$ cat src/rtl/lst_pkg.sv
// Shared types and constants for the recency-ordered slot table.
package lst_pkg;

  localparam int SLOTS  = 8;
  localparam int IDX_W  = $clog2(SLOTS);
  localparam int STEP_W = ((IDX_W > 5) ? IDX_W : 5) + 2;
  localparam int TAG_W  = 32;

  localparam logic [1:0] MODE_OPEN  = 2'd0;
  localparam logic [1:0] MODE_REL   = 2'd1;
  localparam logic [1:0] MODE_ABS   = 2'd2;
  localparam logic [1:0] MODE_CLEAR = 2'd3;

  localparam logic [1:0] CFG_CYCLE_ENABLE = 2'd0;
  localparam logic [1:0] CFG_CYCLE_LENGTH = 2'd1;
  localparam logic [1:0] CFG_AUTO_REWIND  = 2'd2;

  typedef struct packed {
    logic [IDX_W-1:0] slot;
    logic [TAG_W-1:0] tag;
    logic             valid;
  } entry_t;

  typedef struct packed {
    logic             shift;
    logic             clear;
    logic [IDX_W-1:0] upto;
    entry_t           front;
    logic [TAG_W-1:0] key;
  } cell_cmd_t;

  typedef struct packed {
    logic       cycle_enable;
    logic [3:0] cycle_length;
    logic       auto_rewind;
  } cfg_t;

endpackage

$ cat src/rtl/lst_cell.sv
// One list position: slot number, key tag and valid bit, with its own tag compare.
module lst_cell (
  input  logic                     clk,
  input  logic                     rst,
  input  logic [lst_pkg::IDX_W-1:0] init_slot,
  input  logic [lst_pkg::TAG_W-1:0] key,
  input  logic                     clear,
  input  logic                     load,
  input  lst_pkg::entry_t          load_entry,
  output lst_pkg::entry_t          entry,
  output logic                     match
);

  logic [lst_pkg::IDX_W-1:0] slot;
  logic [lst_pkg::TAG_W-1:0] tag;
  logic                      valid;

  always_ff @(posedge clk) begin
    if (rst) begin
      slot  <= init_slot;
      valid <= 1'b0;
    end else if (clear) begin
      valid <= 1'b0;
    end else if (load) begin
      slot  <= load_entry.slot;
      valid <= load_entry.valid;
    end
  end

  // The tag only matters while the entry is valid.
  always_ff @(posedge clk) begin
    if (load) begin
      tag <= load_entry.tag;
    end
  end

  assign entry = '{slot: slot, tag: tag, valid: valid};
  assign match = valid && (tag == key);

endmodule

$ cat src/rtl/lst_ctrl.sv
// Sequencer: decodes a request, drives the cell row and builds the result item.
module lst_ctrl (
  input  logic                               clk,
  input  logic                               rst,
  input  lst_pkg::cfg_t                      cfg,
  input  logic                               in_valid,
  output logic                               in_ready,
  input  logic [1:0]                         mode,
  input  logic [lst_pkg::TAG_W-1:0]          key,
  input  logic                               open_ok,
  input  logic signed [4:0]                  delta,
  input  logic [3:0]                         position,
  input  lst_pkg::entry_t [lst_pkg::SLOTS-1:0] entries,
  input  logic [lst_pkg::SLOTS-1:0]          match,
  output lst_pkg::cell_cmd_t                 cmd,
  output logic                               out_valid,
  input  logic                               out_ready,
  output logic                               res_success,
  output logic [3:0]                         res_pos,
  output logic [3:0]                         res_slot,
  output logic                               res_hit,
  output logic                               res_rewind
);

  localparam logic [1:0] ST_IDLE = 2'd0;
  localparam logic [1:0] ST_EXEC = 2'd1;
  localparam logic [1:0] ST_STEP = 2'd2;

  localparam int IW = lst_pkg::IDX_W;
  localparam int SW = lst_pkg::STEP_W;
  localparam logic signed [IW:0]   NONE    = '1;
  localparam logic signed [SW-1:0] SLOTS_S = SW'(lst_pkg::SLOTS);
  localparam logic [IW-1:0]        LAST    = IW'(lst_pkg::SLOTS - 1);

  logic [1:0] state;

  logic [1:0]                mode_q;
  logic [lst_pkg::TAG_W-1:0] key_q;
  logic                      open_ok_q;
  logic signed [4:0]         delta_q;
  logic [3:0]                position_q;
  logic signed [SW-1:0]      pos_q;
  logic [IW-1:0]             tries_q;

  logic signed [IW:0] cur_pos;
  logic signed [IW:0] cur_slot;
  logic signed [IW:0] cur_pos_next;
  logic signed [IW:0] cur_slot_next;

  logic                 out_free;
  logic                 done;
  logic                 succ;
  logic                 hit;
  logic                 any_match;
  logic [IW-1:0]        found;
  logic signed [SW-1:0] len_s;
  logic signed [SW-1:0] upper;
  logic signed [SW-1:0] sum;
  logic signed [SW-1:0] wrapped;
  logic [IW-1:0]        step_idx;
  logic                 step_valid;
  logic                 last_try;
  logic [IW-1:0]        abs_idx;
  logic signed [SW-1:0] pos_ext;
  logic signed [SW-1:0] slot_ext;

  assign in_ready = (state == ST_IDLE);
  assign out_free = !out_valid || out_ready;

  // First valid match from the front of the list.
  always_comb begin
    found = '0;
    for (int i = lst_pkg::SLOTS - 1; i >= 0; i--) begin
      if (match[i]) begin
        found = IW'(i);
      end
    end
  end
  assign any_match = |match;

  // Upper end of the cycling range, with the length clamped to 1..SLOTS, or the last position when cycling is off.
  always_comb begin
    len_s = $signed(SW'(cfg.cycle_length));
    if (len_s < 1) begin
      len_s = SW'(1);
    end else if (len_s > SLOTS_S) begin
      len_s = SLOTS_S;
    end
    upper = cfg.cycle_enable ? (len_s - SW'(1)) : (SLOTS_S - SW'(1));
  end

  // One relative step with wrap to the other end.
  always_comb begin
    sum = pos_q + SW'(delta_q);
    if (sum < 0) begin
      wrapped = upper;
    end else if (sum > upper) begin
      wrapped = '0;
    end else begin
      wrapped = sum;
    end
  end
  assign step_idx   = wrapped[IW-1:0];
  assign step_valid = entries[step_idx].valid;
  assign last_try   = (tries_q == LAST);
  assign abs_idx    = IW'(position_q);

  always_comb begin
    done          = 1'b0;
    succ          = 1'b0;
    hit           = 1'b0;
    cur_pos_next  = cur_pos;
    cur_slot_next = cur_slot;
    cmd           = '0;
    cmd.key       = key_q;
    case (state)
      ST_EXEC: begin
        if (mode_q == lst_pkg::MODE_OPEN) begin
          done = out_free;
          if (any_match) begin
            succ          = 1'b1;
            hit           = 1'b1;
            cmd.shift     = done;
            cmd.upto      = found;
            cmd.front     = entries[found];
            cur_pos_next  = '0;
            cur_slot_next = {1'b0, entries[found].slot};
          end else if (open_ok_q) begin
            // Miss: the least recently used slot takes the key.
            succ          = 1'b1;
            cmd.shift     = done;
            cmd.upto      = LAST;
            cmd.front     = '{slot: entries[lst_pkg::SLOTS-1].slot, tag: key_q, valid: 1'b1};
            cur_pos_next  = '0;
            cur_slot_next = {1'b0, entries[lst_pkg::SLOTS-1].slot};
          end
        end else if (mode_q == lst_pkg::MODE_ABS) begin
          done = out_free;
          if ({28'd0, position_q} < 32'(lst_pkg::SLOTS)) begin
            if (entries[abs_idx].valid) begin
              succ          = 1'b1;
              cur_pos_next  = {1'b0, abs_idx};
              cur_slot_next = {1'b0, entries[abs_idx].slot};
            end
          end else begin
            cur_pos_next  = NONE;
            cur_slot_next = NONE;
          end
        end else if (mode_q == lst_pkg::MODE_CLEAR) begin
          done          = out_free;
          cmd.clear     = done;
          cur_pos_next  = NONE;
          cur_slot_next = NONE;
        end
      end
      ST_STEP: begin
        if (step_valid) begin
          done          = out_free;
          succ          = 1'b1;
          cur_pos_next  = {1'b0, step_idx};
          cur_slot_next = {1'b0, entries[step_idx].slot};
        end else if (last_try) begin
          done = out_free;
        end
      end
      default: begin
      end
    endcase
  end

  always_ff @(posedge clk) begin
    if (rst) begin
      state     <= ST_IDLE;
      out_valid <= 1'b0;
      cur_pos   <= NONE;
      cur_slot  <= NONE;
    end else begin
      case (state)
        ST_IDLE: begin
          if (in_valid) begin
            state <= ST_EXEC;
          end
        end
        ST_EXEC: begin
          if (mode_q == lst_pkg::MODE_REL) begin
            state <= ST_STEP;
          end else if (done) begin
            state <= ST_IDLE;
          end
        end
        ST_STEP: begin
          if (done) begin
            state <= ST_IDLE;
          end
        end
        default: begin
          state <= ST_IDLE;
        end
      endcase
      if (done) begin
        out_valid <= 1'b1;
        cur_pos   <= cur_pos_next;
        cur_slot  <= cur_slot_next;
      end else if (out_ready) begin
        out_valid <= 1'b0;
      end
    end
  end

  assign pos_ext  = SW'(cur_pos_next);
  assign slot_ext = SW'(cur_slot_next);

  // Request fields, step position and result fields.
  always_ff @(posedge clk) begin
    if (state == ST_IDLE && in_valid) begin
      mode_q     <= mode;
      key_q      <= key;
      open_ok_q  <= open_ok;
      delta_q    <= delta;
      position_q <= position;
    end
    if (state == ST_EXEC) begin
      pos_q   <= SW'(cur_pos);
      tries_q <= '0;
    end else if (state == ST_STEP && !step_valid && !last_try) begin
      pos_q   <= wrapped;
      tries_q <= tries_q + IW'(1);
    end
    if (done) begin
      res_success <= succ;
      res_hit     <= hit;
      res_rewind  <= succ && cfg.auto_rewind;
      res_pos     <= pos_ext[3:0];
      res_slot    <= slot_ext[3:0];
    end
  end

  a_shift_only_open: assert property (@(posedge clk) disable iff (rst)
    cmd.shift |-> (state == ST_EXEC && mode_q == lst_pkg::MODE_OPEN))
    else $error("cell row shifted outside an open");

  a_cur_pair: assert property (@(posedge clk) disable iff (rst)
    (cur_pos == NONE) == (cur_slot == NONE))
    else $error("current position and slot disagree on none");

  a_step_rel: assert property (@(posedge clk) disable iff (rst)
    (state == ST_STEP) |-> (mode_q == lst_pkg::MODE_REL))
    else $error("stepping without a relative select");

  a_success_sel: assert property (@(posedge clk) disable iff (rst)
    (done && succ) |=> (cur_slot != NONE && cur_pos != NONE))
    else $error("successful item left no current slot");

  a_hit_success: assert property (@(posedge clk) disable iff (rst)
    (out_valid && res_hit) |-> res_success)
    else $error("hit reported without success");

endmodule

$ cat src/rtl/lru_slot_table_with_selection_core.sv
// Top level of the recency-ordered slot table: ports, configuration and the cell row.
//
//   channel   direction  handshake            contents
//   s_*       in         s_tvalid/s_tready    one request item
//   m_*       out        m_tvalid/m_tready    one result item per request
//   cfg_*     in         cfg_valid/cfg_ready  register index and write data
//
// An open, an absolute select or a clear-all is accepted in the idle state and
// finished in the execute state, in which the cells compare their tags with the key
// and, on an open that succeeds, shift one place toward the back in one step.
// A relative select goes on to the step state, where the single step adder of the
// sequencer tries one position at a time, up to SLOTS positions.
// Reset is synchronous; afterwards position i holds slot i and no slot is valid.
// A finished result waits in the output register while the next item is taken;
// the sequencer only stalls when it must write a result and that register is full.
module lru_slot_table_with_selection_core (
  input  logic        clk,
  input  logic        rst,
  input  logic        s_tvalid,
  output logic        s_tready,
  input  logic [47:0] s_tdata,   // key[31:0], open_ok[32], delta[37:33], position[41:38]
  input  logic [1:0]  s_tuser,   // mode
  output logic        m_tvalid,
  input  logic        m_tready,
  output logic [15:0] m_tdata,   // success[0], current_position[4:1],
                                 // current_slot[8:5], was_hit[9], rewind[10]
  input  logic        cfg_valid,
  output logic        cfg_ready,
  input  logic [1:0]  cfg_index,
  input  logic [3:0]  cfg_data
);

  lst_pkg::cfg_t                               cfg;
  lst_pkg::cell_cmd_t                          cmd;
  lst_pkg::entry_t [lst_pkg::SLOTS-1:0]        entries;
  logic [lst_pkg::SLOTS-1:0]                   match;
  logic                                        res_success;
  logic [3:0]                                  res_pos;
  logic [3:0]                                  res_slot;
  logic                                        res_hit;
  logic                                        res_rewind;

  // Configuration writes are always taken; unknown indexes are dropped.
  assign cfg_ready = 1'b1;

  always_ff @(posedge clk) begin
    if (rst) begin
      cfg.cycle_enable <= 1'b0;
      cfg.cycle_length <= 4'd8;
      cfg.auto_rewind  <= 1'b0;
    end else if (cfg_valid) begin
      case (cfg_index)
        lst_pkg::CFG_CYCLE_ENABLE: cfg.cycle_enable <= cfg_data[0];
        lst_pkg::CFG_CYCLE_LENGTH: cfg.cycle_length <= cfg_data;
        lst_pkg::CFG_AUTO_REWIND:  cfg.auto_rewind  <= cfg_data[0];
        default: begin
        end
      endcase
    end
  end

  lst_ctrl u_ctrl (
    .clk         (clk),
    .rst         (rst),
    .cfg         (cfg),
    .in_valid    (s_tvalid),
    .in_ready    (s_tready),
    .mode        (s_tuser),
    .key         (s_tdata[31:0]),
    .open_ok     (s_tdata[32]),
    .delta       ($signed(s_tdata[37:33])),
    .position    (s_tdata[41:38]),
    .entries     (entries),
    .match       (match),
    .cmd         (cmd),
    .out_valid   (m_tvalid),
    .out_ready   (m_tready),
    .res_success (res_success),
    .res_pos     (res_pos),
    .res_slot    (res_slot),
    .res_hit     (res_hit),
    .res_rewind  (res_rewind)
  );

  // Row of cells, front of the list at cell 0. On a move to front every cell
  // up to the moved position takes its left neighbor's entry, and cell 0 takes
  // the entry that moves to the front.
  for (genvar i = 0; i < lst_pkg::SLOTS; i++) begin : g_cell
    lst_pkg::entry_t load_entry;
    logic            load;

    assign load       = cmd.shift && (lst_pkg::IDX_W'(i) <= cmd.upto);
    if (i == 0) begin : g_front
      assign load_entry = cmd.front;
    end else begin : g_link
      assign load_entry = entries[i-1];
    end

    lst_cell u_cell (
      .clk        (clk),
      .rst        (rst),
      .init_slot  (lst_pkg::IDX_W'(i)),
      .key        (cmd.key),
      .clear      (cmd.clear),
      .load       (load),
      .load_entry (load_entry),
      .entry      (entries[i]),
      .match      (match[i])
    );
  end

  assign m_tdata = {5'd0, res_rewind, res_hit, res_slot, res_pos, res_success};

endmodule
$ cat config.mk
export PLATFORM = sky130hd
export DESIGN_NAME = lru_slot_table_with_selection_core
export DESIGN_NICKNAME = d
export VERILOG_FILES = /design/src/rtl/lst_pkg.sv /design/src/rtl/lst_cell.sv /design/src/rtl/lst_ctrl.sv /design/src/rtl/lru_slot_table_with_selection_core.sv
export SDC_FILE = /design/constraint.sdc
export NUM_CORES = 1
export LEC_CHECK = 0
export BUFFER_PORTS_ARGS = -buffer_cell sky130_fd_sc_hd__clkbuf_2
export CORE_MARGIN = 2
export CORE_UTILIZATION = 60
export CTS_BUF_LIST = sky130_fd_sc_hd__clkbuf_4 sky130_fd_sc_hd__clkbuf_8
export CTS_CLUSTER_SIZE = 12
export DETAILED_ROUTE_END_ITERATION = 7
export GPL_TIMING_DRIVEN = 1
export MAX_ROUTING_LAYER = met4
export PLACE_DENSITY = 0.78
export REMOVE_ABC_BUFFERS = 1
export SLEW_MARGIN = 20
export SYNTH_ARGS = -nofsm -noshare
export SYNTH_HDL_FRONTEND = slang
export SYNTH_HIERARCHICAL = 1
export SYNTH_SLANG_ARGS = --single-unit
$ cat constraint.sdc
create_clock -name clk -period 10.3 [get_ports clk]
set_clock_uncertainty 0.15 [all_clocks]
set_input_delay 2.06 -clock clk [delete_from_list [all_inputs] [get_ports clk]]
set_output_delay 2.06 -clock clk [all_outputs]
set_load 0.05 [all_outputs]
; ---- After elaboration in Yosys (flattened, before gate mapping)
; Index checks and enable logic that the tools add are counted.
[totals]
wordCells = 192
latchBits = 0
mem_bits_ro = 0
reg_bits = 370
mem_count = 0
output_inout_bits = 19
ram_bits = 0
[op_classes]
mux = 69
div = 0
bitwise_logic = 1
multipliers = 0
n_reduce_logical = 43
n_lt_le_gt_ge = 16
shifts = 0
n_addsub = 3
eq_ne = 17
[op_table]
columns = operator, n
row1 = 36-bit binary-select mux with 3-bit select, 3
row2 = 32-bit equality test, 8
row3 = 39-bit 2-to-1 mux, 3
row4 = 36-bit 2-to-1 mux, 3
row5 = 4-bit 2-to-1 mux, 17
row6 = 7-bit 2-to-1 mux, 6
row7 = 41-bit 2-to-1 mux, 1
row8 = 3-bit 2-to-1 mux, 8
row9 = 2-bit AND reduction, 12
row10 = 1-bit logical AND, 20
row11 = 1-bit 2-to-1 mux, 20
row12 = 4-bit one-hot mux with 2 select lines, 2
row13 = "3-bit less-or-equal comparator, first input constant", 4
row14 = "3-bit by 4-bit less-than comparator with 1-bit output, second input constant", 3
row15 = "2-bit equality test, second input constant", 4
row16 = 8-bit OR reduction, 1
row17 = 7-bit by 5-bit adder with 7-bit output, 1
row18 = 7-bit > comparator, 1
row19 = "7-bit by 1-bit less-than comparator with 1-bit output, second input constant", 1
row20 = "7-bit by 2-bit subtractor with 7-bit output, second input constant", 1
row21 = "2-bit by 1-bit equality test with 1-bit output, second input constant", 3
row22 = "1-bit by 3-bit less-or-equal comparator with 1-bit output, first input constant", 2
row23 = "2-bit by 3-bit less-or-equal comparator with 1-bit output, first input constant", 2
row24 = 2-bit zero test, 3
row25 = 14 further kinds, 20

; ---- Depth between registers and ports, before layout
[logic_depth]
depth_word = 18
mapped_depth = 20

; ---- Hierarchy
; The synthesis kept the hierarchy.
[modules_own_cells]
columns = module, instances, cells_per_inst, area_each_um2, seq_area_each_um2
row1 = lst_cell, 8, 88, 1493.9, 1071.0
row2 = lst_ctrl, 1, 935, 7206.9, 2142.1
row3 = lru_slot_table_with_selection_core, 1, 47, 409.1, 120.1

; ---- Worst setup path before layout
; Ideal clock, no wire load.
[synth_path]
kind = reg-to-reg
from = reg u_ctrl/key_q[22] (netlist bit)
to = reg g_cell[3].u_cell/slot[0] (netlist bit) (enable)
synth_period_minus_slack_ns = 5.374
path_slack_ns = 4.926
setup_ns = 0.303
path_buffers = 4
stages_incl_launch_ff = 16
arrival_time_ns = 4.922
cell_sequence = edfxtp_1 xor2_1 nor4_1 nand4_1 nor3_2 nor2_1 o31a_1 or3_1 clkbuf_1 clkbuf_1 clkbuf_1 clkbuf_1 a21oi_1 a21oi_1 nor2b_1 a21o_1
[synth_lines]
columns = item, line
row1 = start: declaration, lst_ctrl.sv:38  ; logic [lst_pkg::TAG_W-1:0] key_q;
row2 = start signal: assignment, lst_ctrl.sv:217  ; key_q <= key;
row3 = end signal: assignment, lst_cell.sv:20  ; slot <= init_slot;
row4 = end signal: assignment, lst_cell.sv:25  ; slot <= load_entry.slot;
row5 = end: declaration, lst_cell.sv:14  ; logic [lst_pkg::IDX_W-1:0] slot;

==> flow_metrics.tcl <==
set metrics [dict create \
    status "finished clean" \
    leakage_uw 0.00766 \
    portBuffers 67 \
    vias 13991 \
    syn_area_um2 19600 \
    placed_cells 2149 \
    wire_per_inst_um 21.5 \
    drive_above_1_share 0.149 \
    worstPathRequired_ps 10470 \
    worst_slew_pin_slew_ps 1110 \
    regArea_um2 10800 \
    slew_headroom 0.263 \
    grt.total_usage 0.296 \
    worst_slack_ps 3750 \
    grt_pass1_wl_um 75600 \
    core_area_um2 32300 \
    dr.pass1.iters 6 \
    fmax_ghz 0.153 \
    slew_viol_final 0 \
    finish.instance_area_um2 21500 \
    period_share 0.636 \
    yosysSeqAreaShare 0.553 \
    r2r-end "g_cell[7].u_cell/slot[1]" \
    r2r_slack_ps 3750 \
    peakVddDrop_mv 0.116 \
    root_buffer "clkbuf_8" \
    p_per_area_nw_per_um2 157 \
    worstHoldPathType "reg -> reg" \
    layout_common_cells "edfxtp_1 (342), nand2_1 (261), xor2_1 (250), nand3_1 (83), clkbuf_8 (68)" \
    cp_max_fo 40 \
    fin_crit_ps 6550 \
    r2r-start "u_ctrl/key_q[31]" \
    synth_area_per_cell_um2 11.6 \
    pre_cts_ws_ps 3540 \
    drt_iter0_markers 1551 \
    worstHoldPathCells 0 \
    synth-warning-count 6 \
    postCtsHoldBufs 0 \
    synth_seq_cells 370 \
    grt_antenna_before_repair 0 \
    clock_path_buffers 3 \
    cp-end-kind "flip-flop" \
    mostFrequentLayoutCell "edfxtp_1" \
    cts_num_sinks 370 \
    ioPinCount 80 \
    die_area_um2 34100 \
    via_per_inst 6.19 \
    worstSetupPathType "reg -> reg" \
    gr-total-overflow 0 \
    rows 66 \
    r2r_cells 14 \
    hold_path_end "g_cell[7].u_cell/tag[1]" \
    cp-start-kind "flip-flop" \
    rsz0062_at_grt "no" \
    dp_hpwl_um 30100 \
    cts_setup_buffers 0 \
    drc 0 \
    dieWidth_um 185 \
    grt_max_degree 68 \
    instances_no_fill 2259 \
    async_reset_ff_frac 0 \
    cts_tree "built" \
    globalplace.congestion 0.936 \
    hold_start "g_cell[6].u_cell/tag[1]" \
    final_nets 1853 \
    placed_cell_area_um2 20300 \
    multiInputGateArea_um2 8360 \
    synth_edf_count 342 \
    critPathArrivalTime_ps 6720 \
    synth_top_area_cell "edfxtp_1" \
    netlist_instances 1686 \
    cap_violations 0 \
    diodes 0 \
    grt_pass1_vias 13806 \
    synth_top_area_frac 0.525 \
    post_cts_resized 0 \
    cts_made_buffers 60 \
    num-fill-cells 2389 \
    final_hold_viol_count 0 \
    drtAntennaViolNets 0 \
    h-tree-depth 2 \
    clk_transition_reported_paths_ps 60 \
    die_y_um 185 \
    wirelength_um 48500 \
    setup_violations 0 \
    initial_core_util 0.606 \
    ys_types 79 \
    synth_top_cells_by_area "edfxtp_1 (52%), xor2_1 (11%), nand2_1 (5.0%)" \
    utilization 0.667 \
    ys.flop_type "edfxtp_1" \
    syn_to_final_growth_pct 10.1 \
    clock_latency_ps 640 \
]
-- through the flow --
stage | hold WS (ps) | total power [uW] | TNS [ps]
2_1_floorplan | 295 | 2030 | -132580
3_3_place_gp | 315 | 2120 | 0
3_5_place_dp | 329 | 2130 | 0
4_1_cts | 331 | 3410 | 0
5_1_grt | 341 | 3520 | 0
6_report | 328 | 3390 | 0
-- layer usage --
layer  part of all wire  wire length (um)  global-route usage  up-vias
li1                   -                 -                   -     6350
met1               0.40             19600               0.397     6782
met2               0.47             22700               0.452      759
met3               0.10              5040              0.0646      100
met4              0.026              1280              0.0979        0
met5                  0                 0                   -        -
-- sequential cells by signal, summed over array words and instances (netlist names), 5 cells and up --
register,count
g_cell.u_cell/slot,24
g_cell.u_cell/valid,8
cfg,6
u_ctrl/delta_q,5
u_ctrl/pos_q,7
g_cell.u_cell/tag,256
u_ctrl/key_q,32
-- worst max path at each step --
stage | startpoint | endpoint | slack (ps) | depth (start not counted)
6_report | u_ctrl/key_q[31] | g_cell[7].u_cell/slot[1] | 3750 | 14
5_1_grt | u_ctrl/key_q[13] | g_cell[7].u_cell/slot[1] | 3560 | 14
4_1_cts | u_ctrl/key_q[13] | g_cell[7].u_cell/slot[1] | 3500 | 13
3_5_place_dp | u_ctrl/key_q[13] | g_cell[7].u_cell/slot[0] | 3540 | 13
3_3_place_gp | u_ctrl/key_q[5] | g_cell[5].u_cell/slot[0] | 3620 | 13
2_1_floorplan | u_ctrl/key_q[31] | g_cell[7].u_cell/slot[0] | -1280 | 11
-- synthesized netlist by cell type (all sizes together) (9+ instances only) --
cell and count:
edfxtp 342, nand2 261, xor2 250, nand3 83, a21oi 68, clkbuf 61
nor4 58, nor3 55, mux2i 46, nor2 37, a211oi 33, inv 33
and3 30, mux2 30, buf 29, a311oi 28, dfxtp 28, o21ai 25
ha 21, mux4 16, nand2b 16, a21o 14, xnor2 12, nand4 9
-- power by group --
| group | internal (uW) | switching, uW | leakage (uW) | total (uW) |
|---|---|---|---|---|
| combinational | 160 | 215 | 0.00372 | 375 |
| sequential | 1670 | 60.5 | 0.00329 | 1730 |
| clock | 690 | 591 | 0.000654 | 1280 |
| total | 2520 | 866 | 0.00766 | 3390 |
-- critical path: stages (launching register included) --
cell,delay [ps]
edfxtp_1,610
xor2_1,260
nor4_1,550
nand4_1,260
nor3_2,660
nor4_2,140
nand2_1,320
o211ai_1,150
buf_4,390
nor2_4,140
buf_4,540
and2_2,550
buf_12,270
and3_2,940
a21o_1,290
-- cell type report --
| cell class | count | area share |
|---|---|---|
| inverters | 34 | 0.00592 |
| clock inverters | 17 | 0.00412 |
| multi-input cells | 1221 | 0.388 |
| clock buffers | 92 | 0.0518 |
| well taps | 442 | 0.0257 |
| flip-flops and latches | 370 | 0.503 |
| repair buffers | 83 | 0.0217 |
-- cells by family (layout without fill, tap and decap cells) --
logic type / after synthesis / after routing / share of synthesized area
multiplexers: 92 / 92 / 0.0599
adder cells (fa/ha/maj): 22 / 22 / 0.0145
buffers and inverters: 124 / 226 / 0.0282
AO/OA/AOI/OAI: 233 / 233 / 0.0842
AND/OR/NAND/NOR: 580 / 580 / 0.142
XOR/XNOR: 262 / 262 / 0.117
flip-flops: 370 / 370 / 0.553
other: 3 / 32 / 0.000575
Note: power is estimated with default switching activity, not from simulation.
